`config.mk`:
```
export PLATFORM = sky130hd
export DESIGN_NAME = aes_round
export DESIGN_NICKNAME = d
export VERILOG_FILES = /design/src/rtl/core/aes_pkg.sv /design/src/rtl/core/aes_round.sv
export SDC_FILE = /design/constraint.sdc
export NUM_CORES = 2
export LEC_CHECK = 0
export ABC_AREA = 0
export BUFFER_PORTS_ARGS = -buffer_cell sky130_fd_sc_hd__buf_2
export CORE_MARGIN = 4
export CORE_UTILIZATION = 30
export DETAILED_ROUTE_END_ITERATION = 12
export HOLD_SLACK_MARGIN = 0.02
export PLACE_DENSITY = 0.45
export SYNTH_ARGS = -nofsm -noshare
export SYNTH_HDL_FRONTEND = slang
export SYNTH_SLANG_ARGS = --single-unit
```
`constraint.sdc`:
```
create_clock -name clk -period 11.8 [get_ports clk]
set_clock_uncertainty 0.15 [all_clocks]
set_input_delay 0 -clock clk [delete_from_list [all_inputs] [get_ports clk]]
set_output_delay 0 -clock clk [all_outputs]
set_load 0.005 [all_outputs]
```
`src/rtl/core/aes_pkg.sv`:
```
// Shared types, S-box and round helpers for the AES-128 encrypt pipeline.
package aes_pkg;

  typedef struct packed {
    logic [63:0] block_high;
    logic [63:0] block_low;
  } in_beat_t;

  typedef struct packed {
    logic [63:0] cipher_high;
    logic [63:0] cipher_low;
  } out_beat_t;

  localparam logic [0:0] REG_KEY_HIGH = 1'b0;
  localparam logic [0:0] REG_KEY_LOW  = 1'b1;
  localparam int unsigned CFG_IDX_W = 8;

  localparam logic [7:0] SBOX [256] = '{
    8'h63,8'h7C,8'h77,8'h7B,8'hF2,8'h6B,8'h6F,8'hC5,8'h30,8'h01,8'h67,8'h2B,8'hFE,8'hD7,8'hAB,8'h76,
    8'hCA,8'h82,8'hC9,8'h7D,8'hFA,8'h59,8'h47,8'hF0,8'hAD,8'hD4,8'hA2,8'hAF,8'h9C,8'hA4,8'h72,8'hC0,
    8'hB7,8'hFD,8'h93,8'h26,8'h36,8'h3F,8'hF7,8'hCC,8'h34,8'hA5,8'hE5,8'hF1,8'h71,8'hD8,8'h31,8'h15,
    8'h04,8'hC7,8'h23,8'hC3,8'h18,8'h96,8'h05,8'h9A,8'h07,8'h12,8'h80,8'hE2,8'hEB,8'h27,8'hB2,8'h75,
    8'h09,8'h83,8'h2C,8'h1A,8'h1B,8'h6E,8'h5A,8'hA0,8'h52,8'h3B,8'hD6,8'hB3,8'h29,8'hE3,8'h2F,8'h84,
    8'h53,8'hD1,8'h00,8'hED,8'h20,8'hFC,8'hB1,8'h5B,8'h6A,8'hCB,8'hBE,8'h39,8'h4A,8'h4C,8'h58,8'hCF,
    8'hD0,8'hEF,8'hAA,8'hFB,8'h43,8'h4D,8'h33,8'h85,8'h45,8'hF9,8'h02,8'h7F,8'h50,8'h3C,8'h9F,8'hA8,
    8'h51,8'hA3,8'h40,8'h8F,8'h92,8'h9D,8'h38,8'hF5,8'hBC,8'hB6,8'hDA,8'h21,8'h10,8'hFF,8'hF3,8'hD2,
    8'hCD,8'h0C,8'h13,8'hEC,8'h5F,8'h97,8'h44,8'h17,8'hC4,8'hA7,8'h7E,8'h3D,8'h64,8'h5D,8'h19,8'h73,
    8'h60,8'h81,8'h4F,8'hDC,8'h22,8'h2A,8'h90,8'h88,8'h46,8'hEE,8'hB8,8'h14,8'hDE,8'h5E,8'h0B,8'hDB,
    8'hE0,8'h32,8'h3A,8'h0A,8'h49,8'h06,8'h24,8'h5C,8'hC2,8'hD3,8'hAC,8'h62,8'h91,8'h95,8'hE4,8'h79,
    8'hE7,8'hC8,8'h37,8'h6D,8'h8D,8'hD5,8'h4E,8'hA9,8'h6C,8'h56,8'hF4,8'hEA,8'h65,8'h7A,8'hAE,8'h08,
    8'hBA,8'h78,8'h25,8'h2E,8'h1C,8'hA6,8'hB4,8'hC6,8'hE8,8'hDD,8'h74,8'h1F,8'h4B,8'hBD,8'h8B,8'h8A,
    8'h70,8'h3E,8'hB5,8'h66,8'h48,8'h03,8'hF6,8'h0E,8'h61,8'h35,8'h57,8'hB9,8'h86,8'hC1,8'h1D,8'h9E,
    8'hE1,8'hF8,8'h98,8'h11,8'h69,8'hD9,8'h8E,8'h94,8'h9B,8'h1E,8'h87,8'hE9,8'hCE,8'h55,8'h28,8'hDF,
    8'h8C,8'hA1,8'h89,8'h0D,8'hBF,8'hE6,8'h42,8'h68,8'h41,8'h99,8'h2D,8'h0F,8'hB0,8'h54,8'hBB,8'h16
  };

  // Byte i of a 128-bit word, byte 0 most significant.
  function automatic logic [7:0] byte_of(input logic [127:0] v, input int i);
    byte_of = v[127-8*i -: 8];
  endfunction

  function automatic logic [7:0] xtime(input logic [7:0] b);
    xtime = {b[6:0], 1'b0} ^ (b[7] ? 8'h1B : 8'h00);
  endfunction

  // One key-schedule step.
  function automatic logic [127:0] next_key(input logic [127:0] k, input logic [7:0] rc);
    logic [31:0] t;
    logic [127:0] n;
    t = {SBOX[byte_of(k,13)] ^ rc, SBOX[byte_of(k,14)], SBOX[byte_of(k,15)],
         SBOX[byte_of(k,12)]};
    n[127:96] = k[127:96] ^ t;
    n[95:64]  = k[95:64] ^ n[127:96];
    n[63:32]  = k[63:32] ^ n[95:64];
    n[31:0]   = k[31:0] ^ n[63:32];
    next_key = n;
  endfunction

  // SubBytes, ShiftRows, optional MixColumns.
  function automatic logic [127:0] round_fn(input logic [127:0] s, input logic mix);
    logic [7:0] t [16];
    logic [7:0] a0, a1, a2, a3, al;
    logic [127:0] r;
    for (int c = 0; c < 4; c++) begin
      for (int rr = 0; rr < 4; rr++) begin
        t[4*c+rr] = SBOX[byte_of(s, 4*((c+rr)%4)+rr)];
      end
    end
    for (int c = 0; c < 4; c++) begin
      a0 = t[4*c]; a1 = t[4*c+1]; a2 = t[4*c+2]; a3 = t[4*c+3];
      al = a0 ^ a1 ^ a2 ^ a3;
      if (mix) begin
        t[4*c]   = a0 ^ al ^ xtime(a0 ^ a1);
        t[4*c+1] = a1 ^ al ^ xtime(a1 ^ a2);
        t[4*c+2] = a2 ^ al ^ xtime(a2 ^ a3);
        t[4*c+3] = a3 ^ al ^ xtime(a3 ^ a0);
      end
    end
    for (int i = 0; i < 16; i++) begin
      r[127-8*i -: 8] = t[i];
    end
    round_fn = r;
  endfunction

endpackage

```
`src/rtl/core/aes_round.sv`:
```
// One pipelined AES round: state and round key advance together.
module aes_round #(
  parameter logic [7:0] RCON = 8'h01,
  parameter bit         MIX  = 1'b1
) (
  input  logic         clk,
  input  logic         rst_n,
  input  logic         vld_i,
  input  logic [127:0] st_i,
  input  logic [127:0] key_i,
  output logic         vld_o,
  output logic [127:0] st_o,
  output logic [127:0] key_o
);
  logic         vld_r;
  logic [127:0] st_r, key_r;
  logic [127:0] key_nxt;

  assign key_nxt = aes_pkg::next_key(key_i, RCON);

  // Advance valid bit.
  always_ff @(posedge clk) begin
    if (!rst_n) begin
      vld_r <= 1'b0;
    end else begin
      vld_r <= vld_i;
    end
  end

  // Register round output and next key.
  always_ff @(posedge clk) begin
    st_r  <= aes_pkg::round_fn(st_i, MIX) ^ key_nxt;
    key_r <= key_nxt;
  end

  assign vld_o = vld_r;
  assign st_o  = st_r;
  assign key_o = key_r;
endmodule

```
==> results.json <==
{
  "drv_slew": 3,
  "synthTopCellsByCount": "o21ai_0 (1067), a21oi_1 (1040), nand2_1 (990), nor2_1 (834), clkbuf_1 (765)",
  "cp.required_ns": 12.17,
  "ys_ff_latch": 257,
  "cts-resized-gates": 0,
  "yosysTopAreaCell": "o21ai_0",
  "synthCells": 11700,
  "clk_pin_slew_worst_paths_ns": 0.06,
  "grt_pass1_vias": 90400,
  "synthToLayoutAreaGrowth_pct": 6.94,
  "leakagePower_uw": 0.0298,
  "start_util_pct": 30.2,
  "cts_sinks": 257,
  "place_ws_ns": 5.46,
  "ys.flop_type": "dfxtp_1",
  "worstSetupStartpointType": "input pin",
  "cts-buffers-inserted": 37,
  "gr-usage-all-layers_pct": 33.0,
  "synth_most_common_cell": "o21ai_0",
  "setup_viol": 0,
  "cp-startpoint": "key_i[24]",
  "place.gp.congestion": 1.04,
  "port_buffers": 515,
  "routed_wl_mm": 471,
  "viasPerCell": 6.82,
  "worstPathCellList": "dlygate4sd3_1, buf_2, inv_1, ha_1, nor3b_1, o21ai_0, o311ai_0, o31ai_1, mux4_2, mux2i_1, xor2_2, xor2_2, xnor2_1, dlygate4sd3_1",
  "gr-total-overflow": 0,
  "status": "finished, violations left",
  "critPathKind": "input pin to flip-flop",
  "drt_pass1_iterations": 10,
  "min_period_ns": 6.87,
  "path_buf_inv": 4,
  "min_period_over_period_pct": 58.2,
  "ys_seq_area_share_pct": 6.62,
  "end_kind": "flip-flop",
  "max_freq_mhz": 145,
  "dp.cells": 14400,
  "synth.distinct_cells": 106,
  "slew_headroom_pct": -1.95,
  "grt_max_degree": 109,
  "final_cells": 14700,
  "crit_family": "XOR/XNOR gates",
  "nets": 11800,
  "cts_buffer_depth": 3,
  "powerDensity_mw_per_mm2": 110,
  "cp_max_fo": 20,
  "critPathMaxStageDelay_ns": 1.16,
  "min_path_type": "input pin to flip-flop",
  "dieArea_mm2": 0.267,
  "syn_nets": 12200,
  "die_w_um": 517,
  "async_flop_share_pct": 0,
  "hpwlAfterDp_mm": 339,
  "violations": "capacitance limit, slew limit",
  "drive_gt1_share_pct": 11.2,
  "min_from": "key_i[25]",
  "num_vias": 100000,
  "worstMarginPinSlew_ns": 1.51,
  "core_mm2": 0.257,
  "cap_violations": 2,
  "holdPathStages": 3,
  "ys_top_cells_by_area": "o21ai_0 (6.9%), a21oi_1 (6.7%), dfxtp_1 (6.6%)",
  "layout_setup_ws_ns": 4.93,
  "antenna_found_initial": 55,
  "wl_per_cell_um": 32.1,
  "min_to": "key_o[25]",
  "num_io_pins": 516,
  "peakVddDrop_v": 0.0000937,
  "cts_tree": "built",
  "cts.htree.levels": 2,
  "fin_setup_tns_ns": 0,
  "hold_viol_final": 0,
  "rows": 186,
  "drtIter0Drc": 17300,
  "cp_slowest_cell": "nor3b_1",
  "synth_area_mm2": 0.0778,
  "synth-edff-count": 0,
  "yosys_warnings": 0,
  "p_total_uw": 9120,
  "drc_errors": 0,
  "grt_pass1_wl_mm": 670,
  "synth_top_area_share_pct": 6.87,
  "detail-route-antenna-nets": 0,
  "fp.dieH_um": 517,
  "synth_area_per_cell_um2": 6.65,
  "cts-root-buf": "clkbuf_16",
  "cp.arrival_ns": 7.25,
  "grt_setup_unrepaired": "false"
}
[cell usage in the layout (no fill, tap or decap), drive strengths merged, types with 138 or more instances in the layout]
| master | instances |
|---|---|
| o21ai | 1076 |
| nor2 | 839 |
| a211oi | 276 |
| nand3 | 403 |
| o211ai | 250 |
| nor2b | 333 |
| dfxtp | 257 |
| mux4 | 189 |
| nor3 | 405 |
| ha | 290 |
| o311ai | 206 |
| buf | 736 |
| dlygate4sd3 | 138 |
| a31oi | 310 |
| xor2 | 206 |
| nand2b | 368 |
| nand2 | 991 |
| a311oi | 176 |
| xnor2 | 518 |
| inv | 216 |
| a21oi | 1040 |
[sequential cells by signal, summed over array words and instances (netlist names)]
name,cells
st_o,128
key_o,128
vld_o,1
[power breakdown]
group	internal, uW	switching [uW]	leakage [uW]
clock network	691	572	0.000628
logic	2210	4050	0.0270
registers	1270	327	0.00217
total	4170	4940	0.0298
[routing by layer]
| metal | vias up | routed length [um] | track usage, % |
|---|---|---|---|
| met1 | 47800 | 174000 | 41.4 |
| met5 | - | 185 | 0 |
| li1 | 42900 | - | - |
| met3 | 1468 | 54100 | 7.24 |
| met4 | 30 | 37800 | 20.9 |
| met2 | 7905 | 205000 | 51.0 |
[metrics by stage]
step | utilization [%] | hold WS [ns] | instance area (um2)
floorplan | - | -0.0514 | 77800
global placement | 31.2 | 0.0518 | 80400
detailed placement | 31.2 | 0.0582 | 80400
CTS | 32.3 | 0.0329 | 83100
global route | 32.3 | 0.0462 | 83100
finish | 32.3 | 0.0494 | 83200
[area by class of cell]
class	count	area, um2
sequential	257	5140
fill	28300	174000
clock buffer	43	998
inverter	238	893
tap	3384	4230
timing repair buffer	875	5680
antenna	36	90.1
clock inverter	22	275
multi-input combinational	9825	65900
[cell families (layout without fill, tap and decap cells)]
group | count (synthesis) | count (layout) | share of synthesized area (%)
flops | 257 | 257 | 6.62
other cells | 0 | 36 | 0
simple gates | 3930 | 3930 | 24.7
fa+ha+maj | 291 | 291 | 4.68
xor+xnor | 747 | 747 | 9.17
compound gates | 4530 | 4530 | 38.6
buf+inv | 1614 | 1178 | 8.85
mux | 327 | 327 | 7.34
[how the worst max path moves through the flow]
| stage | slack [ns] | end | depth (start not counted) |
|---|---|---|---|
| floorplan | 7.92 | st_o[124] | 13 |
| finish | 4.93 | key_o[39] | 14 |
| global placement | 4.81 | st_o[3] | 13 |
| CTS | 5.29 | key_o[39] | 14 |
| global route | 5.04 | key_o[39] | 14 |
| detailed placement | 5.46 | st_o[3] | 13 |
[repair_timing]
action	in CTS	in global routing
endpoints found under the hold margin	218	0
hold buffers	138	0
endpoints found under the setup margin	0	0
buffers inserted	0	0
(Power assumes the default switching activity.)
